==> config.mk <==
export PLATFORM = sky130hd
export DESIGN_NAME = hbp_queue
export DESIGN_NICKNAME = d
export VERILOG_FILES = /design/src/hw/rtl/hbp_pkg.sv /design/src/hw/rtl/hbp_queue.sv
export SDC_FILE = /design/constraint.sdc
export NUM_CORES = 1
export LEC_CHECK = 0
export BUFFER_PORTS_ARGS = -buffer_cell sky130_fd_sc_hd__buf_2
export CORE_ASPECT_RATIO = 0.9
export CORE_UTILIZATION = 30
export DETAILED_ROUTE_END_ITERATION = 12
export MAX_ROUTING_LAYER = met4
export PLACE_DENSITY = 0.52
export SLEW_MARGIN = 0
export SYNTH_ARGS = -nofsm -noshare
export SYNTH_HDL_FRONTEND = slang
export SYNTH_SLANG_ARGS = --single-unit
==> constraint.sdc <==
create_clock -name clk -period 3.45 [get_ports clk]
set_input_delay 0.345 -clock clk [delete_from_list [all_inputs] [get_ports clk]]
set_output_delay 0.345 -clock clk [all_outputs]
set_load 0.1 [all_outputs]
==> src/hw/rtl/hbp_pkg.sv <==
// hbp_pkg: shared types and constants for the huffman bit packer
// no dependencies; imported by every module of the block

package hbp_pkg;

  localparam int MAX_CODE_LEN = 24;
  localparam int NUM_SYMBOLS  = 257;
  localparam int SYM_W        = 9;
  localparam int LEN_W        = 5;
  localparam int WORD_W       = 24;
  localparam int BYTE_W       = 8;

  localparam logic [SYM_W-1:0]  END_SYMBOL = SYM_W'(256);
  localparam logic [WORD_W-1:0] WORD_MASK  = {WORD_W{1'b1}};

  // opcodes of an input request
  localparam logic [1:0] OP_LOAD   = 2'd0;
  localparam logic [1:0] OP_ENCODE = 2'd1;
  localparam logic [1:0] OP_END    = 2'd2;

  // one input item can yield up to four bytes
  localparam int GRP_BYTES = 4;
  localparam int BIDX_W    = 2;
  localparam int GCNT_W    = 3;
  localparam int ACC_W     = GRP_BYTES * BYTE_W;

  // group queue
  localparam int QDEPTH = 4;
  localparam int QPTR_W = $clog2(QDEPTH);

  typedef struct packed {
    logic [1:0]        opcode;
    logic [SYM_W-1:0]  symbol;
    logic [LEN_W-1:0]  code_len;
    logic [WORD_W-1:0] code_word;
    logic [BYTE_W-1:0] data_byte;
  } in_t;

  typedef struct packed {
    logic [BYTE_W-1:0] out_byte;
    logic              run_last;
    logic              stream_end;
  } out_t;

  // one code table entry
  typedef struct packed {
    logic [LEN_W-1:0]  len;
    logic [WORD_W-1:0] word;
  } entry_t;

  // bytes produced by one encode or end request, first byte at index 0
  typedef struct packed {
    logic [GRP_BYTES-1:0][BYTE_W-1:0] bytes;
    logic [GCNT_W-1:0]                nbytes;
    logic                             is_end;
  } grp_t;

endpackage

==> src/hw/rtl/hbp_queue.sv <==
// hbp_queue: queue of byte groups, drained one byte per cycle to the output while out_ready is high
// depends on hbp_pkg

module hbp_queue import hbp_pkg::*; (
  input  logic clk,
  input  logic rst_n,
  input  logic push,
  input  grp_t grp,
  output logic full,
  output logic out_valid,
  input  logic out_ready,
  output out_t out_data
);

  grp_t              q [QDEPTH];
  logic [QPTR_W-1:0] wr_ptr_r, wr_ptr_nxt;
  logic [QPTR_W-1:0] rd_ptr_r, rd_ptr_nxt;
  logic [QPTR_W:0]   cnt_r, cnt_nxt;
  logic [BIDX_W-1:0] idx_r, idx_nxt;

  grp_t head;
  logic last;
  logic take;
  logic pop;

  assign head      = q[rd_ptr_r];
  assign full      = (cnt_r == (QPTR_W+1)'(QDEPTH));
  assign out_valid = (cnt_r != '0);
  assign last      = ((GCNT_W'(idx_r) + GCNT_W'(1)) == head.nbytes);
  assign take      = out_valid && out_ready;
  assign pop       = take && last;

  assign out_data.out_byte   = head.bytes[idx_r];
  assign out_data.run_last   = last;
  assign out_data.stream_end = last && head.is_end;

  always_comb begin
    wr_ptr_nxt = push ? wr_ptr_r + QPTR_W'(1) : wr_ptr_r;
    rd_ptr_nxt = pop ? rd_ptr_r + QPTR_W'(1) : rd_ptr_r;
    cnt_nxt    = cnt_r + (QPTR_W+1)'(push) - (QPTR_W+1)'(pop);
    idx_nxt    = idx_r;
    if (take) begin
      idx_nxt = last ? '0 : idx_r + BIDX_W'(1);
    end
  end

  always_ff @(posedge clk) begin
    if (!rst_n) begin
      wr_ptr_r <= '0;
      rd_ptr_r <= '0;
      cnt_r    <= '0;
      idx_r    <= '0;
    end else begin
      wr_ptr_r <= wr_ptr_nxt;
      rd_ptr_r <= rd_ptr_nxt;
      cnt_r    <= cnt_nxt;
      idx_r    <= idx_nxt;
    end
    if (push) begin
      q[wr_ptr_r] <= grp;
    end
  end

endmodule

=== Word level (Yosys, flattened, before mapping) ===
Memory sizes are Yosys's and may differ from the RTL's. A register that Yosys moved wholly into a read port is not among the register bits.
Index checks and enable logic that the tools add are counted.

* Word-level logic and storage cells: 25
* Memory bits (writable): 144
* Memory bits (read-only): 0
* Output and inout port bits: 12
* Latch bits: 0
* Register bits: 9
* Input bits: 40
* Memories: 1

* Magnitude comparators: 1
* Divide/modulo/power cells: 0
* Add/sub/neg operators: 6
* Equal/unequal tests: 2
* Shift operators: 0
* Multiplexer cells: 7
* Bitwise gates (word level): 0
* Reduce and logical (&&, ||, !) cells: 4
* Multiply operators: 0

{| class="wikitable"
|+ Memories
! name !! depth !! bits a word !! rd ports !! clocked after memory_dff !! write ports !! line !! RTL
|-
| q || 4 || 36 || 1 || 1 || 1 || hbp_queue.sv:15 || <nowiki>grp_t q [QDEPTH];</nowiki>
|}

{| class="wikitable"
|+ Operators with widths
! cell !! count
|-
| 8-bit binary-select mux with 2-bit select || 1
|-
| 8-bit two-way mux || 1
|-
| 2-bit by 1-bit adder with 2-bit output, second input constant || 3
|-
| 2-bit two-way mux || 3
|-
| 2-bit by 1-bit adder with 3-bit output, second input constant || 1
|-
| 3-bit by 1-bit adder with 3-bit output || 1
|-
| 3-bit == test || 1
|-
| 3-bit == test, second input constant || 1
|-
| 1-bit logical AND || 3
|-
| 2-bit by 3-bit less-than comparator with 1-bit output, second input constant || 1
|-
| 3-bit nonzero test || 1
|-
| 3-bit by 1-bit subtractor with 3-bit output || 1
|-
| 1-bit two-way mux || 2
|}

=== Logic depth before layout (Yosys ltp) ===
Gate-level depths: netlist (run 1).

* Depth after elaboration: 5
* Gate-level depth with buffers: 13
* Depth with buffers taken out: 13

=== Least setup slack after synthesis (run 1) ===
No wires, ideal clock.

* Path type: register to register
* From: reg cnt_r[1]
* To: reg cnt_r[2]
* Arrival: 2.973 ns
* Setup time: 0.115 ns
* Data required time: 3.335 ns
* Stages on the path, launching flop included: 13
* Path slack: 0.362 ns
* Cell sequence: dfxtp_1 or3_1 and2_1 nand2_1 nor3_4 ha_1 inv_1 ha_1 inv_1 fa_1 xnor2_1 xnor2_1 and2_1

* Cells in the longest elaborated chain, start to end: 4
* Elaborated cells on any way between the ends: 5
* Classes of those cells: 2 x add/sub; 3 x reduce/logical

{| class="wikitable"
|+ Ends and longest elaborated chain
! what !! line !! RTL
|-
| start: declaration || hbp_queue.sv:18 || <nowiki>logic [QPTR_W:0] cnt_r, cnt_nxt;</nowiki>
|-
| start signal: assignment || hbp_queue.sv:56 || <nowiki>cnt_r <= cnt_nxt;</nowiki>
|-
| 3-bit nonzero test || hbp_queue.sv:28 || <nowiki>assign out_valid = (cnt_r != '0);</nowiki>
|-
| via out_valid || hbp_queue.sv:10 || <nowiki>output logic out_valid,</nowiki>
|-
| 1-bit logical AND || hbp_queue.sv:30 || <nowiki>assign take = out_valid && out_ready;</nowiki>
|-
| 1-bit logical AND || hbp_queue.sv:31 || <nowiki>assign pop = take && last;</nowiki>
|-
| via pop || hbp_queue.sv:24 || <nowiki>logic pop;</nowiki>
|-
| 3-bit by 1-bit subtractor with 3-bit output || hbp_queue.sv:40 || <nowiki>cnt_nxt = cnt_r + (QPTR_W+1)'(push) - (QPTR_W+1)'(pop);</nowiki>
|}

The timed path passes the listed nets, and every way through them passes these cells.
A chain may end at the register's enable or synchronous reset.

=== Worst setup path in the final report (run 1) ===
* From: reg idx_r[0]
* To: reg cnt_r[2]

* Cells in the longest elaborated chain, start to end: 4

{| class="wikitable"
|+ Ends and longest elaborated chain
! what !! line !! RTL
|-
| start: declaration || hbp_queue.sv:19 || <nowiki>logic [BIDX_W-1:0] idx_r, idx_nxt;</nowiki>
|-
| start signal: assignment || hbp_queue.sv:57 || <nowiki>idx_r <= idx_nxt;</nowiki>
|-
| 2-bit by 1-bit adder with 3-bit output || hbp_queue.sv:29 || <nowiki>assign last = ((GCNT_W'(idx_r) + GCNT_W'(1)) == head.nbytes);</nowiki>
|-
| 3-bit == test || hbp_queue.sv:29 ||
|-
| 1-bit logical AND || hbp_queue.sv:31 ||
|-
| via pop || hbp_queue.sv:24 ||
|-
| 3-bit by 1-bit subtractor with 3-bit output || hbp_queue.sv:40 ||
|}

The timed path passes the listed nets, and every way through them passes these cells.

==> metrics.csv, run 1 <==
metric,value,unit
Via density,4.53,
Ys Warns,0,
syn avg cell area,22.3,um^2
final setup vio count,0,
critical path class,flop to flop,
Cells after Synth,272,
syn_nets,320,
Worst Path Arrival,3380,ps
first-pass GRT wire length,17200,um
unrepaired setup endpoints after global routing,false,
status,finished with violations,
DRC viols,18,
"count leader, synth",edfxtp_1,
Yosys top cell by area,edfxtp_1,
Starting DRT DRC Count,169,
Int Pwr,3.52,mW
site row count,49,
Worst Tran Pin Value,1060,ps
Worst setup SP type,flop,
crit-path max cell delay,370,ps
Setup crit end kind,flop,
Clock Skew,15.7,ps
core area,0.0199,mm^2
Reg power frac,44.7,%
"Req. time, crit path",3760,ps
Worst Path Max Fanout,5,
# IOs,52,
Critical Path Most Common Cell,ha_1,
fin crit period,3070,ps
max-cap violations,0,
switch share,28.6,%
Slew headroom,29.6,%
share of cells above drive strength 1,40.2,%
GRT Resource Usage Total,12.1,%
Non-Filler Instances,604,
"Async S/R FF share, synth",0,%
sequential share of the synthesized area,74.8,%
Hold/Removal Path Class,input pin to flop,
failing checks,design-rule violations,
# port buffers,51,
Layout Nets,384,
Cell Pwr Density,681,mW/mm^2
CP Launch Point,idx_r[0]$_SDFFE_PN0N_,
Die Height,137,um
f_max,326,MHz
VDD IR-drop max,0.525,mV
CTS Buffer Depth,2,
GRT overflow,0,
DRT Pass-1 Iters,8,
drt total wl,11200,um
synthesized area,0.00608,mm^2
Yosys reg bits,155,
reg2reg start,idx_r[0]$_SDFFE_PN0N_,
Tcrit/Tclk final,88.9,%
cts hold-fix bufs,0,
Final Hold Viols,0,
Clock Sink Count,155,
die area,0.0208,mm^2
area grow syn2layout,19.2,%
ys flop type,edfxtp_1,
initial antenna violation count,0,
switching power,1.41,mW
top post-synthesis cells by area,"edfxtp_1 (71%), mux4_2 (16%), dfxtp_1 (3.6%), mux2i_1 (1.5%), ha_1 (1.4%)",
DP Cell Count,572,
crit-path cells,ha_1 -> nand2b_1 -> mux2_4 -> o221a_2 -> nor3_4 -> ha_1 -> inv_1 -> ha_1 -> inv_1 -> fa_1 -> xnor2_1 -> xnor2_1 -> and2_1,
H-tree Lvls,4,
Final HPWL DP,6600,um
power share of the combinational group,19.5,%
ANT nets after route,0,
Inserted Clock Buffers,17,
Die X,152,um
hold_sp,grp[25],
largest net degree at the start of global routing,40,
TritonCTS clock tree,done,
CP max-delay cell,fa_1,
initial cell density of the core,30.5,%
Final TNS setup,0,ps
routed len/inst,18.5,um
Leakage Power,2.34,nW
top-area cell type share of the netlist area,71.2,%
synth unique cells,29,
Commonest cells post-synth,"edfxtp_1 (144), mux4_2 (42), dfxtp_1 (11)",
number of setup buffers added after CTS,0,
Clock power frac,35.8,%
clk_lat worst skew,430,ps
"EDFF count, synth",144,
via count,2739,
max-slew violation count,0,
FILL cells,1808,
Clock transition at path regs,60,ps
RePlAce Congestion,0.727,
number of global-route vias before repair,2925,
post-CTS sizing,0,
root buffer cell,clkbuf_16,
## layout by cell type, fill, tap and decap left out, drive strengths merged
cell	Yosys	routed
and2	9	9
buf	10	57
bufinv	0	2
clkbuf	2	17
clkinv	0	8
clkinvlp	0	3
dfxtp	11	11
diode	0	1
edfxtp	144	144
fa	1	1
ha	7	7
inv	6	7
mux2	3	3
mux2i	9	9
mux4	42	42
nand2	6	6
nand2b	3	3
nand3	2	2
nor2	1	1
nor2b	3	3
nor3	1	1
nor3b	2	2
nor4b	1	1
o221a	2	2
o22ai	2	2
or3	1	1
xnor2	3	3
xor2	1	1
## layer usage
layer	share of wire, %	global-route usage, %	vias up
li1	-	-	1254
met1	42	13.8	1425
met2	52	20.1	47
met3	4.6	4.12	13
met4	1.2	4.08	0
met5	0	-	-
## per-stage QoR
step | utilization, % | hold WS (ps) | total power [mW] | cell area, um^2 | setup WS, ps
2_1_floorplan | - | 444 | 3.00 | 6080 | 362
3_3_place_gp | 33.5 | 483 | 3.22 | 6680 | 401
3_5_place_dp | 33.5 | 492 | 3.23 | 6680 | 370
4_1_cts | 36.3 | 111 | 4.99 | 7240 | 293
5_1_grt | 36.3 | 116 | 5.13 | 7240 | 175
6_report | 36.3 | 133 | 4.93 | 7240 | 383
## logic make-up after synthesis
logic type / Yosys count / synth area share, %
muxes: 54 / 17.7
AOI/OAI and AO/OA: 4 / 0.577
adders and majority gates: 8 / 1.77
buffers and inverters: 18 / 1.38
and+or+nand+nor: 29 / 3.23
DFF: 155 / 74.8
xor gates and xnor gates: 4 / 0.577
## final timing paths
path                            slack (ps)  cells past startpoint                   to
worst max-delay path                   380                     13  cnt_r[2]$_SDFF_PN0_
worst min-delay path                   130                      1   q[2][25]$_DFFE_PP_
worst max register to register         380                     13  cnt_r[2]$_SDFF_PN0_
worst min register to register         510                      2                 flop
## critical path, delay by kind of cell (launching register included)
kind                       cells  cell delay [ps]
DFF                            1              310
buffers and inverters          2               90
xor gates and xnor gates       2              260
AOI/OAI and AO/OA              1              340
adders and majority gates      4             1110
and+or+nand+nor                3              580
muxes                          1              270
## flip-flops by register name, summed over array words and instances (netlist names), named ones only
signal / cells
rd_ptr_r: 2
idx_r: 2
wr_ptr_r: 2
q: 144
cnt_r: 3
## power groups by stage
stage | clock network (mW) | logic, mW | registers, mW
6_report | 1.76 | 0.964 | 2.20
5_1_grt | 1.89 | 1.03 | 2.21
4_1_cts | 1.80 | 0.987 | 2.20
3_5_place_dp | 0 | 0.985 | 2.24
3_3_place_gp | 0 | 0.977 | 2.24
2_1_floorplan | 0 | 0.772 | 2.23
## final cells by class
type / count / area (um^2) / share of cell area, %
diodes: 1 / 2.50 / 0.0346
clock buffers: 17 / 425 / 5.87
clock inverters: 14 / 130 / 1.80
inverters: 6 / 22.5 / 0.311
multi-input cells: 99 / 1450 / 20.1
flip-flops and latches: 155 / 4550 / 62.8
well taps: 255 / 319 / 4.41
repair buffers: 57 / 343 / 4.73
(Power assumes the default switching activity.)
==> run 2: changes to the inputs <==
--- a/config.mk
+++ b/config.mk
@@ -5,6 +5,7 @@
 export SDC_FILE = /design/constraint.sdc
 export NUM_CORES = 1
 export LEC_CHECK = 0
+export ABC_AREA = 1
 export BUFFER_PORTS_ARGS = -buffer_cell sky130_fd_sc_hd__buf_2
 export CORE_ASPECT_RATIO = 0.9
 export CORE_UTILIZATION = 30
==> run 2 against run 1 <==
Net effect:
- non-clock buffer count up 4
- the run now ends clean
- largest power group unchanged
- critical path type is now flop to primary output
- register-to-register slack better by 170 ps
- cell area up 1.2%
- final cell count up 32%
- global-route usage up 2.3 points
- setup slack better by 57 ps
==> metrics.csv, run 2 <==
metric,value,unit
area grow syn2layout,17.3,%
Cell Pwr Density,668,mW/mm^2
Commonest cells post-synth,"edfxtp_1 (144), nor2_1 (79), o21ai_0 (70)",
CTS Buffer Depth,2,
Ys Warns,0,
Clock Skew,7.62,ps
unrepaired setup endpoints after global routing,false,
"commonest non-fill, non-tap cell in the layout",edfxtp_1,
Leakage Power,2.60,nW
"Req. time, crit path",3110,ps
max-slew violation count,0,
first-pass GRT wire length,21800,um
Tcrit/Tclk final,87.3,%
number of setup buffers added after CTS,0,
most frequent cells in the layout,"edfxtp_1 (144), nor2_1 (79), o21ai_0 (70)",
via count,3943,
syn avg cell area,13.0,um^2
# IOs,52,
syn_nets,527,
status,finished clean,
DP Cell Count,767,
Worst Tran Pin Value,611,ps
DRC viols,0,
Compound-Gate Fraction of Synth Area,11.3,%
top-area cell type share of the netlist area,69.2,%
Yosys reg bits,155,
largest net degree at the start of global routing,73,
H-tree Lvls,4,
f_max,332,MHz
clk_lat worst skew,410,ps
"EDFF count, synth",144,
TritonCTS clock tree,done,
drt total wl,14300,um
Yosys top cell by area,edfxtp_1,
max reg flops,144,
Top reg by flops,q,
fin crit period,3010,ps
"Async S/R FF share, synth",0,%
Setup crit end kind,primary output,
Clock Sink Count,155,
site row count,49,
Non-Filler Instances,800,
routed len/inst,17.9,um
R2R setup slack,550,ps
post-CTS sizing,0,
Final TNS setup,0,ps
Die X,154,um
worst hold slack,138,ps
Synth Area in Simple Gates,10.3,%
Critical Path End,out_data[0],
ys flop type,edfxtp_1,
sequential share of the synthesized area,72.7,%
initial cell density of the core,31.0,%
Final HPWL DP,8240,um
biggest registers after layout,"q x144, cnt_r x3",
number of global-route vias before repair,3811,
"count leader, synth",edfxtp_1,
initial antenna violation count,1,
Via density,4.93,
# port buffers,51,
Starting DRT DRC Count,307,
Slew headroom,59.3,%
max-cap violations,0,
post-synthesis adder-cell area fraction,1.72,%
share of cells above drive strength 1,20.2,%
top post-synthesis cells by area,"edfxtp_1 (69%), o21ai_0 (5.6%), nor2_1 (4.7%), dfxtp_1 (3.5%), o221ai_1 (3.4%)",
Critical R2R Capture,cnt_r[2]$_SDFF_PN0_,
Die Height,139,um
GRT Resource Usage Total,14.4,%
Layout Nets,579,
XOR/XNOR share of the synthesized area,0,%
GRT overflow,0,
final setup vio count,0,
worst r2r path cells,15,
VDD IR-drop max,0.352,mV
RePlAce Congestion,0.779,
DP Area,0.00675,mm^2
die area,0.0214,mm^2
DRT Pass-1 Iters,5,
Worst setup SP type,flop,
Worst Path Max Fanout,72,
Final Hold Viols,0,
mux cell area share after synthesis,0,%
core area,0.0202,mm^2
Cells after Synth,479,
critical path class,flop to primary output,
Worst Path Arrival,2670,ps
Inserted Clock Buffers,17,
Clock transition at path regs,60,ps
"Design Area, Final",0.00733,mm^2
cts hold-fix bufs,0,
combinational family with the most area after synthesis,compound AO/OA/AOI/OAI gates,
ANT nets after route,0,
synth unique cells,26,
synthesized area,0.00625,mm^2
root buffer cell,clkbuf_16,
Hold/Removal Path Class,input pin to flop,
run 2: cell types whose count changed in the layout (fill, tap and decap cells not counted), moves of 6 or more:
cell,delta
nor2_1,+78
o21ai_0,+70
mux4_2,-42
nand2_1,+29
o221ai_1,+24
inv_1,+15
nand3_1,+15
mux2i_1,-9
nand2_2,+9
o211ai_1,+8
a21oi_1,+6
o22ai_1,+6
run 2: cell families after synthesis:
kind of cell    after synthesis
flops                       155
simple gates                147
compound gates              117
buf+inv                      52
fa+ha+maj                     8
run 2: final cells by class:
cell class / count / area (um^2)
fillers: 1937 / 12800
flip-flops and latches: 155 / 4550
multi-input cells: 272 / 1460
clock buffers: 18 / 429
repair buffers: 61 / 330
well taps: 255 / 319
clock inverters: 14 / 146
inverters: 24 / 100
diodes: 1 / 2.50
run 2: where the power goes:
part / switching (mW) / total [mW] / internal, mW / leakage, nW
Sequential: 0.0324 / 2.18 / 2.15 / 1.41
Clock: 0.730 / 1.80 / 1.07 / 0.276
Combinational: 0.735 / 0.917 / 0.183 / 0.908
run 2: stage by stage:
stage | setup slack [ps] | util (%) | total power, mW
2_1_floorplan | 574 | - | 2.92
3_3_place_gp | 646 | 33.5 | 3.13
3_5_place_dp | 555 | 33.5 | 3.14
4_1_cts | 446 | 36.3 | 4.94
5_1_grt | 235 | 36.3 | 5.08
6_report | 439 | 36.3 | 4.89
run 2: per-layer routing:
| metal | GRT usage (%) | up-vias | wire [um] | share of wire [%] |
|---|---|---|---|---|
| met2 | 22.0 | 121 | 6870 | 48 |
| met3 | 3.97 | 16 | 817 | 5.7 |
| met5 | - | - | 0 | 0 |
| met1 | 18.7 | 1942 | 6450 | 45 |
| li1 | - | 1864 | - | - |
| met4 | 4.37 | 0 | 195 | 1.4 |
run 2: worst min path at each step:
| stage | startpoint | endpoint | slack [ps] | cells past startpoint |
|---|---|---|---|---|
| 2_1_floorplan | rst_n | cnt_r[0]$_SDFF_PN0_ | 440 | 2 |
| 3_3_place_gp | rd_ptr_r[0]$_SDFFE_PN0P_ | rd_ptr_r[0]$_SDFFE_PN0P_ | 480 | 2 |
| 3_5_place_dp | rd_ptr_r[0]$_SDFFE_PN0P_ | flop | 490 | 2 |
| 4_1_cts | grp[11] | q[0][11]$_DFFE_PP_ | 120 | 1 |
| 5_1_grt | grp[11] | q[0][11]$_DFFE_PP_ | 120 | 1 |
| 6_report | grp[11] | q[0][11]$_DFFE_PP_ | 140 | 1 |
run 2: critical path: stages, from the launching register on:
cell and delay (ps):
dfxtp_2 650, inv_6 310, nand2_1 140, nand3_1 90, nand2_1 80, nand2_1 60, nand2_2 100, nand3_4 120
a21oi_1 200, buf_2 460
