==> config.mk <==
export PLATFORM = sky130hd
export DESIGN_NAME = hbp_merge
export DESIGN_NICKNAME = d
export VERILOG_FILES = /design/src/hw/rtl/hbp_pkg.sv /design/src/hw/rtl/hbp_merge.sv
export SDC_FILE = /design/constraint.sdc
export NUM_CORES = 1
export LEC_CHECK = 0
export ABC_AREA = 1
export BUFFER_PORTS_ARGS = -buffer_cell sky130_fd_sc_hd__buf_2
export CAP_MARGIN = 20
export CORE_MARGIN = 2
export CORE_UTILIZATION = 40
export DETAILED_ROUTE_END_ITERATION = 12
export HOLD_SLACK_MARGIN = 0.1
export PLACE_DENSITY = 0.67
export SYNTH_ARGS = -nofsm -noshare
export SYNTH_HDL_FRONTEND = slang
export SYNTH_SLANG_ARGS = --single-unit
==> constraint.sdc <==
create_clock -name clk -period 4.9 [get_ports clk]
set_clock_uncertainty 0.2 [all_clocks]
set_input_delay 0.735 -clock clk [delete_from_list [all_inputs] [get_ports clk]]
set_output_delay 0.735 -clock clk [all_outputs]
set_load 0.01 [all_outputs]
==> src/hw/rtl/hbp_pkg.sv <==
// hbp_pkg: shared types and constants for the huffman bit packer
// no dependencies; imported by every module of the block

package hbp_pkg;

  localparam int MAX_CODE_LEN = 24;
  localparam int NUM_SYMBOLS  = 257;
  localparam int SYM_W        = 9;
  localparam int LEN_W        = 5;
  localparam int WORD_W       = 24;
  localparam int BYTE_W       = 8;

  localparam logic [SYM_W-1:0]  END_SYMBOL = SYM_W'(256);
  localparam logic [WORD_W-1:0] WORD_MASK  = {WORD_W{1'b1}};

  // opcodes of an input request
  localparam logic [1:0] OP_LOAD   = 2'd0;
  localparam logic [1:0] OP_ENCODE = 2'd1;
  localparam logic [1:0] OP_END    = 2'd2;

  // one input item can yield up to four bytes
  localparam int GRP_BYTES = 4;
  localparam int BIDX_W    = 2;
  localparam int GCNT_W    = 3;
  localparam int ACC_W     = GRP_BYTES * BYTE_W;

  // group queue
  localparam int QDEPTH = 4;
  localparam int QPTR_W = $clog2(QDEPTH);

  typedef struct packed {
    logic [1:0]        opcode;
    logic [SYM_W-1:0]  symbol;
    logic [LEN_W-1:0]  code_len;
    logic [WORD_W-1:0] code_word;
    logic [BYTE_W-1:0] data_byte;
  } in_t;

  typedef struct packed {
    logic [BYTE_W-1:0] out_byte;
    logic              run_last;
    logic              stream_end;
  } out_t;

  // one code table entry
  typedef struct packed {
    logic [LEN_W-1:0]  len;
    logic [WORD_W-1:0] word;
  } entry_t;

  // bytes produced by one encode or end request, first byte at index 0
  typedef struct packed {
    logic [GRP_BYTES-1:0][BYTE_W-1:0] bytes;
    logic [GCNT_W-1:0]                nbytes;
    logic                             is_end;
  } grp_t;

endpackage

==> src/hw/rtl/hbp_merge.sv <==
// hbp_merge: merge stage, appends a table code to the partial byte
// depends on hbp_pkg; fed by the read port of hbp_table

module hbp_merge import hbp_pkg::*; (
  input  logic   clk,
  input  logic   rst_n,
  input  logic   take,
  input  logic   take_end,
  input  entry_t entry,
  input  logic   q_full,
  output logic   ready,
  output logic   push,
  output grp_t   grp
);

  logic              s1_valid_r, s1_valid_nxt;
  logic              s1_end_r;
  logic [BYTE_W-1:0] partial_r, partial_nxt;
  logic [2:0]        held_r, held_nxt;

  logic                             fire;
  logic [WORD_W-1:0]                code_m;
  logic [ACC_W-1:0]                 acc;
  logic [LEN_W-1:0]                 total;
  logic [BIDX_W-1:0]                nfull;
  logic [2:0]                       rem;
  logic [GRP_BYTES-1:0][BYTE_W-1:0] wb;
  logic [GCNT_W-1:0]                cnt;

  assign fire  = s1_valid_r && !q_full;
  assign ready = !s1_valid_r || !q_full;

  always_comb begin
    // keep only the top len bits of the code word
    code_m = entry.word & ~(WORD_MASK >> entry.len);
    acc    = {partial_r, {(ACC_W-BYTE_W){1'b0}}}
           | ({code_m, {(ACC_W-WORD_W){1'b0}}} >> held_r);
    total  = LEN_W'(held_r) + entry.len;
    nfull  = total[LEN_W-1:3];
    rem    = total[2:0];
    for (int i = 0; i < GRP_BYTES; i++) begin
      wb[i] = acc[ACC_W-1-BYTE_W*i -: BYTE_W];
    end
    cnt = GCNT_W'(nfull) + GCNT_W'(s1_end_r && (rem != 3'd0));
  end

  assign push       = fire && (cnt != '0);
  assign grp.bytes  = wb;
  assign grp.nbytes = cnt;
  assign grp.is_end = s1_end_r;

  always_comb begin
    s1_valid_nxt = take || (s1_valid_r && !fire);
    partial_nxt  = partial_r;
    held_nxt     = held_r;
    if (fire) begin
      if (s1_end_r) begin
        partial_nxt = '0;
        held_nxt    = '0;
      end else begin
        partial_nxt = wb[nfull];
        held_nxt    = rem;
      end
    end
  end

  always_ff @(posedge clk) begin
    if (!rst_n) begin
      s1_valid_r <= 1'b0;
      partial_r  <= '0;
      held_r     <= '0;
    end else begin
      s1_valid_r <= s1_valid_nxt;
      partial_r  <= partial_nxt;
      held_r     <= held_nxt;
    end
    if (take) begin
      s1_end_r <= take_end;
    end
  end

endmodule

# Word-level counts from Yosys, hierarchy flattened
# Index checks and enable logic that the tools add are counted.
# totals
register_bits,13
input_bits,34
output_inout_bits,38
elab_cells,27
# classes
n_addsub,2
order_cmp,1
n_shift,2
n_mux,4
n_bitwise,3
n_reduce_logical,11
# ops
cell,count
OR 32 bit,1
>> shifter 32 x 3 -> 32 bit,1
AND 24 bit,1
NOT 24 bit,1
">> shifter 24 x 5 -> 24 bit, first input constant",1
binary-select mux 8 bit (select 2 bit),1
two-way mux 8 bit,2
nonzero test 3 bit,2
adder 3 x 5 -> 5 bit,1
logical AND 1 bit,4
adder 2 x 1 -> 3 bit,1
logical NOT 1 bit,3
"less-than comparator 2 x 3 -> 1 bit, second input constant",1
two-way mux 3 bit,1
logical OR 1 bit,2

# Logic depth before layout (Yosys ltp)
# Gate-level depths: netlist of run 1.
# depth
word_depth,8
ltp_mapped,14
depth_no_buf,12

# Worst setup path before layout of run 1
# No wires, ideal clock.
# synth_path
path_kind,input to output
startpoint,in entry[25] in the netlist's numbering
endpoint,out push
arrival_ns,2.618
required_time_ns,3.965
setup_slack_ns,1.347
stages,9
n_path_buf,1
path_cell_list,clkbuf_2 -> inv_1 -> fa_1 -> xnor2_1 -> o31a_1 -> ha_1 -> ha_1 -> nor3_1 -> nor2_1
# synth_rtl
item,line,rtl
start: declaration,hbp_merge.sv:9,"input entry_t entry,"
end: declaration,hbp_merge.sv:12,"output logic push,"

# Worst setup path after layout of run 1
# layout_path
startpoint,reg held_r[1]
endpoint,out push
# layout_between
elab_chain_len,6
# layout_rtl
item,line,rtl
start: declaration,hbp_merge.sv:19,"logic [2:0] held_r, held_nxt;"
start signal: assignment,hbp_merge.sv:75,held_r <= held_nxt;
adder 3 x 5 -> 5 bit *,hbp_merge.sv:38,total = LEN_W'(held_r) + entry.len;
nonzero test 3 bit,hbp_merge.sv:44,cnt = GCNT_W'(nfull) + GCNT_W'(s1_end_r && (rem != 3'd0));
logical AND 1 bit,hbp_merge.sv:44,
adder 2 x 1 -> 3 bit *,hbp_merge.sv:44,
nonzero test 3 bit *,hbp_merge.sv:47,assign push = fire && (cnt != '0);
logical AND 1 bit *,hbp_merge.sv:47,
# Mark *: on every way between the ends. The rest lies on a longest branch, timed or not.

==> metrics.cfg, run 1 <==
[die]
die_area_mm2 = 0.00629
die_x_um = 79.3
die_h_um = 79.3
core_mm2 = 0.00551
placementRows = 27
io_pins = 72
start_util_pct = 41.2

[cts]
cts.clk_slew.worst_paths_ns = 0.06
cts_tree = built
ctsHoldBuffers = 0
cts.path.max_buffers = 2
clockRootBuffer = clkbuf_8
htreeDepth = 1
numCtsBuffers = 3
ctsResizeCount = 0
cts_setup_buffers = 0
clock_sinks = 13
clk_latency_ns = 0.25

[placed_design]
dp_cells = 527
gp_congestion = 0.956
dp_hpwl_um = 6180
io_buffers = 70

[final_layout]
multi_input_area_mm2 = 0.00167
fin_cells = 531
layout.nets = 500
layout-drive-gt1-share_pct = 20.7
nFillCells = 626
insertedDiodeCount = 0
register_area_um2 = 270
fin_util_pct = 47.1
synthToLayoutAreaGrowth_pct = 14.3

[worst_setup_path]
critical_path_class = reg2out
cp_max_fo = 28
endpoint_kind = output port
crit_chain = buf_4, inv_2, fa_1, o22ai_4, xor2_2, inv_1, ha_1, nor3_1, nor2_1, buf_2
cp.arrival_ns = 3.41
critPathTopFamily = buffers and inverters
crit_buf_inv = 4
crit_slowest_cell = fa_1
critical_path.max_stage_delay_ns = 0.54
worstPathRequired_ns = 3.96
cp-start-kind = register

[sta]
timing.final.crit_share_pct = 88.6
worst_pin_slew_ns = 0.717
setup_violations = 0
finalHoldViolCount = 0
tns_ns = 0
slew_viol_final = 0
fmax_ghz = 0.230
rsz0062_at_grt = false
slew_headroom_pct = 51.9
final.min_clock_period_ns = 4.34

[route]
drtIter0Drc = 369
viasPerCell = 5.54
drc = 0
totalWireLength_um = 7850
dr.pass1.iters = 5
routedWlPerCell_um = 14.8
postRouteAntennaNets = 0
num_vias = 2941

[run]
drv_cap = 0

[global_routing]
antenna_found_initial = 0
grt_pass1_wl_um = 12800
grt_max_degree = 30
grt_pass1_vias = 2687
grt_use_total_pct = 25.4
grt-ovfl-total = 0

[hold_path]
hp-class = reg2reg

[logic_synthesis]
yosys_warnings = 0
syn-instance-count = 412
synth_top_area_cell = nand3_1
synthTopCellsByArea = nand3_1 (35%), nand2_1 (16%), dfxtp_1 (11%)
synth_nets = 452
synth_edf_count = 1
ys.flop_type = dfxtp_1
seq_area_frac_synth_pct = 11.9
ys_ff_latch = 13
ys_async_sr_fraction_pct = 0
yosysTopAreaCellShare_pct = 34.9
syn-cell-area_mm2 = 0.00227
avgSynthCellArea_um2 = 5.50
synth_cell_types = 36

[pwr]
internal-power_mw = 0.245
combPwrFrac_pct = 51.5
ir_drop_uv = 157
power_leakage_nw = 1.37
power_frac_seq_pct = 26.3
power_switching_mw = 0.183
p_per_area_mw_per_mm2 = 165
clkPwrFrac_pct = 22.2
p_sw_share_pct = 42.7

[run_status]
outcome = finished, final reports clean

==> sequential cells by signal (all words and copies together) (netlist names) <==
name / count
partial_r: 8
s1_valid_r: 1
s1_end_r: 1
held_r: 3
==> cells in the mapped netlist, types with 2 or more instances <==
cell / instances
nand2_1: 97
ha_1: 5
inv_1: 32
nand3_1: 158
buf_1: 4
xor2_2: 2
buf_4: 7
nor2_1: 15
dfxtp_1: 12
buf_6: 4
o21ai_1: 4
nand2_2: 2
buf_2: 9
nand4_1: 13
clkbuf_2: 2
inv_2: 4
clkbuf_1: 4
nand3_2: 3
a21oi_1: 15
nor2_2: 4
==> metal layers <==
| layer | GRT usage [%] | vias up | share of wire, % |
|---|---|---|---|
| li1 | - | 1486 | - |
| met1 | 33.1 | 1300 | 44 |
| met2 | 44.2 | 140 | 46 |
| met3 | 1.59 | 15 | 7.3 |
| met4 | 8.28 | 0 | 2.3 |
| met5 | 0 | - | 0 |
==> worst min-delay path, delay by kind of cell, from the launching register on <==
family,cells,cell delay (ns)
DFF,1,0.30
and+or+nand+nor,1,0.06
AOI/OAI and AO/OA,1,0.05
==> cells in the final DEF, fill, tap and decap left out, types with 2 or more instances in the layout <==
cell type	Yosys	final
ha_1	5	5
a21oi_1	15	15
nor2_1	15	15
xor2_2	2	2
buf_2	9	70
inv_2	4	4
nand2_1	97	97
nand3_1	158	158
dfxtp_1	12	12
nor2_2	4	4
clkbuf_8	0	3
nand4_1	13	13
buf_4	7	3
nand2_2	2	2
o21ai_1	4	4
inv_1	32	32
nand3_2	3	3
==> cell families (layout without fill, tap and decap cells) <==
| group | after synthesis | count (layout) | synth area share [%] |
|---|---|---|---|
| xor gates and xnor gates | 3 | 3 | 1.82 |
| and+or+nand+nor | 295 | 295 | 60.8 |
| adders and majority gates | 6 | 6 | 3.64 |
| buffers and inverters | 68 | 115 | 14.5 |
| other | 1 | 1 | 0.165 |
| AOI/OAI and AO/OA | 26 | 26 | 7.23 |
| DFF | 13 | 13 | 11.9 |
==> power groups by stage <==
stage | combinational (mW) | clock (mW) | sequential (mW)
finish | 0.221 | 0.0953 | 0.113
global route | 0.246 | 0.103 | 0.113
CTS | 0.218 | 0.0996 | 0.113
detailed placement | 0.217 | 0 | 0.115
global placement | 0.215 | 0 | 0.115
floorplan | 0.152 | 0 | 0.114
==> metrics by stage <==
step           setup WS [ns]  power (mW)  hold slack (ns)  instance area (µm²)
6_report               0.559       0.428            0.263                 2590
5_1_grt                0.269       0.462            0.288                 2590
4_1_cts                0.559       0.430            0.266                 2590
3_5_place_dp           0.663       0.331            0.257                 2550
3_3_place_gp           0.801       0.330            0.253                 2550
2_1_floorplan           1.35       0.266            0.242                 2270
==> area by class of cell <==
cell class	count	share of cell area, %
Multi-Input combinational cell	331	64.4
Timing Repair Buffer	73	14.4
Sequential cell	13	10.4
Inverter	38	5.60
Tap cell	72	3.47
Clock buffer	4	1.74
==> worst paths after layout <==
| path | from | end | slack [ns] | cells after the start |
|---|---|---|---|---|
| worst min register to register | partial_r[2]$_SDFFE_PN0P_ | partial_r[2]$_SDFFE_PN0P_ | 0.26 | 2 |
| worst min-delay path | partial_r[2]$_SDFFE_PN0P_ | partial_r[2]$_SDFFE_PN0P_ | 0.26 | 2 |
| worst max-delay path | held_r[1]$_SDFFE_PN0P_ | push | 0.56 | 10 |
| worst max register to register | held_r[1]$_SDFFE_PN0P_ | partial_r[5]$_SDFFE_PN0P_ | 1.83 | 10 |
No activity file was read; power rests on OpenSTA's default activity.
==> run 2: changes to the inputs <==
--- a/config.mk
+++ b/config.mk
@@ -9,10 +9,11 @@
 export BUFFER_PORTS_ARGS = -buffer_cell sky130_fd_sc_hd__buf_2
 export CAP_MARGIN = 20
 export CORE_MARGIN = 2
-export CORE_UTILIZATION = 40
+export CORE_UTILIZATION = 47
 export DETAILED_ROUTE_END_ITERATION = 12
 export HOLD_SLACK_MARGIN = 0.1
-export PLACE_DENSITY = 0.67
+export PLACE_DENSITY = 0.8
+export SLEW_MARGIN = 20
 export SYNTH_ARGS = -nofsm -noshare
 export SYNTH_HDL_FRONTEND = slang
 export SYNTH_SLANG_ARGS = --single-unit
==> constraint.sdc (replaced) <==
create_clock -name clk -period 3.9 [get_ports clk]
set_clock_uncertainty 0.2 [all_clocks]
set_input_delay 0.585 -clock clk [delete_from_list [all_inputs] [get_ports clk]]
set_output_delay 0.585 -clock clk [all_outputs]
set_load 0.01 [all_outputs]
==> metrics.cfg, run 2 (same netlist as run 1, synthesis figures left out) <==
[pwr]
p_total_mw = 0.542
ir_drop_uv = 228
power_leakage_nw = 1.39
p_per_area_mw_per_mm2 = 208

[die]
die_area_mm2 = 0.00540
placementRows = 25
die_x_um = 73.5
io_pins = 72
start_util_pct = 48.3
die_h_um = 73.5
core_mm2 = 0.00469

[worst_setup_path]
endpoint_kind = output port
cp.arrival_ns = 2.69
cp-start-kind = input port
cp_max_fo = 6
ff2ff_path_depth = 8
worstPathRequired_ns = 3.12
critical_path_class = in2out

[route]
totalWireLength_um = 7780
drtIter0Drc = 414
num_vias = 3052
postRouteAntennaNets = 0
dr.pass1.iters = 5
drc = 0
viasPerCell = 5.90
routedWlPerCell_um = 15.1

[final_layout]
nFillCells = 500
regMostFlops = partial_r
fin_cells = 517
synthToLayoutAreaGrowth_pct = 14.7
register_area_um2 = 270
top_regs = partial_r (8), held_r (3)
insertedDiodeCount = 0
layout-drive-gt1-share_pct = 21.4
largest_reg_flops = 8
design_area_mm2 = 0.00260
final_cell_mix = nand3_1 (158), nand2_1 (97), buf_2 (70), inv_1 (32)
multi_input_area_mm2 = 0.00167
layout_commonest_cell = nand3_1
layout.nets = 504

[global_routing]
grt_pass1_vias = 2849
grt_use_total_pct = 30.0
grt_pass1_wl_um = 12900
antenna_found_initial = 0
grt_max_degree = 30
grt-ovfl-total = 0

[sta]
final.min_clock_period_ns = 3.48
setup_violations = 0
slew_headroom_pct = 50.3
fmax_ghz = 0.287
slew_viol_final = 0
timing.final.crit_share_pct = 89.2
rsz0062_at_grt = false
worst_pin_slew_ns = 0.741
tns_ns = 0
finalHoldViolCount = 0

[placed_design]
dp_cells = 513
io_buffers = 70
gp_congestion = 0.990
placed_area_mm2 = 0.00255
dp_hpwl_um = 5990

[cts]
ctsResizeCount = 0
numCtsBuffers = 3
clk_latency_ns = 0.24
clock_sinks = 13
cts_tree = built
ctsHoldBuffers = 0
cts.clk_slew.worst_paths_ns = 0.05
clockRootBuffer = clkbuf_8
cts_setup_buffers = 0
cts.path.max_buffers = 2
htreeDepth = 1

[hold_path]
hold_depth = 2
hp-class = reg2reg

[run]
drv_cap = 0

[run_status]
outcome = finished, final reports clean

==> run 2: cell count changes in the layout (fill, tap and decap cells not counted) <==
| cell | before | now |
|---|---|---|
| buf_4 | 3 | 7 |
==> run 2: final cells by class <==
| cell class | count | area share (%) |
|---|---|---|
| repair buffers | 77 | 15.5 |
| well taps | 54 | 2.60 |
| flip-flops and latches | 13 | 10.4 |
| multi-input cells | 331 | 64.2 |
| inverters | 38 | 5.58 |
| clock buffers | 4 | 1.73 |
==> run 2: final timing paths <==
| path | slack, ns | to | start |
|---|---|---|---|
| worst min-delay path | 0.27 | partial_r[4]$_SDFFE_PN0P_ | partial_r[4]$_SDFFE_PN0P_ |
| worst max-delay path | 0.42 | push | entry[24] |
| worst min register to register | 0.27 | partial_r[4]$_SDFFE_PN0P_ | partial_r[4]$_SDFFE_PN0P_ |
| worst max register to register | 1.40 | partial_r[6]$_SDFFE_PN0P_ | held_r[2]$_SDFFE_PN0P_ |
==> run 2: per-layer routing <==
metal	vias up	routed length, µm	global-route usage (%)
met2	176	3700	50.4
met1	1359	3130	37.4
met3	18	782	5.21
li1	1499	-	-
met4	0	167	13.1
met5	-	0	0
==> run 2: per-stage QoR <==
step	hold slack [ns]	utilization, %	setup slack, ns
global placement	0.252	54.5	0.473
finish	0.266	55.4	0.422
CTS	0.265	55.4	0.398
floorplan	0.242	-	0.647
detailed placement	0.257	54.5	0.402
global route	0.286	55.4	0.277
==> run 2: critical path, stage by stage <==
cell     delay, ns
buf_2         0.14
ha_1          0.18
inv_1         0.05
fa_1          0.44
xnor2_1       0.18
o31a_1        0.25
ha_1          0.20
ha_1          0.28
nor3_1        0.19
nor2_1        0.05
buf_2         0.15
==> run 2: report_power, final <==
part           internal [mW]  total, mW  switching, mW  leakage (nW)
clock network         0.0722      0.120         0.0480        0.0228
registers              0.139      0.141        0.00241         0.107
logic                  0.100      0.280          0.180          1.26
total                  0.312      0.542          0.230          1.39
==> run 3: changes to the inputs <==
--- a/config.mk
+++ b/config.mk
@@ -13,6 +13,8 @@
 export DETAILED_ROUTE_END_ITERATION = 12
 export HOLD_SLACK_MARGIN = 0.1
 export PLACE_DENSITY = 0.8
+export REMOVE_ABC_BUFFERS = 1
+export SETUP_SLACK_MARGIN = 0.5
 export SLEW_MARGIN = 20
 export SYNTH_ARGS = -nofsm -noshare
 export SYNTH_HDL_FRONTEND = slang
==> metrics.cfg, run 3 (same netlist as run 1, synthesis figures left out) <==
[run_status]
outcome = finished, final reports clean

[route]
drtIter0Drc = 377
drc = 0
dr.pass1.iters = 5
num_vias = 3082
routedWlPerCell_um = 15.2
viasPerCell = 5.96
totalWireLength_um = 7860
postRouteAntennaNets = 0

[worst_setup_path]
cp-startpoint = entry[25]
cp.arrival_ns = 2.53
crit_chain = buf_2, inv_1, fa_2, inv_1, o31a_1, ha_2, ha_4, nor3_2, nor2_1, buf_2
critical_path.max_stage_delay_ns = 0.57
worstPathRequired_ns = 3.12
endpoint_kind = output port
crit_slowest_cell = fa_2
r2r_start = held_r[2]$_SDFFE_PN0P_
cp_max_fo = 9
critical_path_class = in2out
cp-start-kind = input port

[final_layout]
multi_input_area_mm2 = 0.00170
synthToLayoutAreaGrowth_pct = 16.3
nFillCells = 489
largest_reg_flops = 8
top_regs = partial_r (8), held_r (3)
layout_commonest_cell = nand3_1
regMostFlops = partial_r
layout-drive-gt1-share_pct = 22.5
insertedDiodeCount = 0
layout.nets = 504
register_area_um2 = 270
final_cell_mix = nand3_1 (158), nand2_1 (97), buf_2 (69), inv_1 (32)

[global_routing]
grt-ovfl-total = 0
grt_pass1_wl_um = 12600
grt_pass1_vias = 2808
antenna_found_initial = 0
grt_use_total_pct = 29.5
grt_max_degree = 30

[cts]
cts_tree = built
clock_sinks = 13
clockRootBuffer = clkbuf_8
htreeDepth = 1
cts.path.max_buffers = 2
cts.clk_slew.worst_paths_ns = 0.06
numCtsBuffers = 3
cts_setup_buffers = 0
clk_latency_ns = 0.24
ctsHoldBuffers = 0

[die]
die_h_um = 73.5
io_pins = 72
start_util_pct = 48.3
core_mm2 = 0.00469
placementRows = 25
die_area_mm2 = 0.00540
die_x_um = 73.5

[sta]
rsz0062_at_grt = false
finalHoldViolCount = 0
fmax_ghz = 0.302
setup_violations = 0
final.min_clock_period_ns = 3.32
worst_pin_slew_ns = 0.767
timing.final.crit_share_pct = 85.0
slew_headroom_pct = 48.5
slew_viol_final = 0
tns_ns = 0

[placed_design]
io_buffers = 70
dp_hpwl_um = 6000
gp_congestion = 1.04

[pwr]
ir_drop_uv = 294
power_leakage_nw = 1.39
p_per_area_mw_per_mm2 = 210
p_total_mw = 0.554

[run]
drv_cap = 0

[hold_path]
worstHoldStart = partial_r[5]$_SDFFE_PN0P_
hp-class = reg2reg

[run 3: final cells by class]
| type | instances | share of cell area (%) |
|---|---|---|
| clock buffer | 4 | 1.71 |
| sequential | 13 | 10.2 |
| tap | 54 | 2.56 |
| multi-input combinational | 331 | 64.6 |
| inverter | 38 | 5.50 |
| timing repair buffer | 77 | 15.4 |
[run 3: metal layers]
metal  GRT usage, %  share of wire, %  up-vias
li1               -                 -     1498
met1           39.3                42     1387
met2           49.9                47      175
met3           2.88               9.1       22
met4           9.70               2.7        0
met5              0                 0        -
[run 3: per-stage QoR]
step           worst slack (ns)  hold slack, ns  cell area [µm²]  util, %  instances
2_1_floorplan             0.209           0.242             2080        -        382
3_3_place_gp              0.476           0.251             2550     54.5        513
3_5_place_dp              0.397           0.257             2550     54.5        513
4_1_cts                   0.514           0.266             2610     55.7        517
5_1_grt                   0.523           0.278             2640     56.2        517
6_report                  0.585           0.264             2640     56.2        517
[run 3: worst paths after layout]
path	end	slack, ns	cells after the start
min reg2reg	partial_r[5]$_SDFFE_PN0P_	0.26	2
max reg2reg	partial_r[3]$_SDFFE_PN0P_	1.31	8
min	partial_r[5]$_SDFFE_PN0P_	0.26	2
max	push	0.58	10
[run 3: power breakdown]
group | leakage [nW] | internal (mW) | switching (mW)
Clock | 0.0228 | 0.0723 | 0.0513
Combinational | 1.26 | 0.104 | 0.184
Sequential | 0.107 | 0.139 | 0.00264
Total | 1.39 | 0.316 | 0.238
[run 3: timing repair]
item / in CTS / in global routing
gates resized for setup: 4 / 3
pin swaps: 1 / 1
endpoints found under the hold margin: 0 / 0
endpoints found under the setup margin: 1 / 1
cloned: 0 / 0
[run 3: critical path, delay by kind of cell]
| kind | cells | cell delay [ns] |
|---|---|---|
| simple gates | 2 | 0.19 |
| compound gates | 1 | 0.28 |
| fa+ha+maj | 3 | 0.98 |
| buf+inv | 4 | 0.47 |
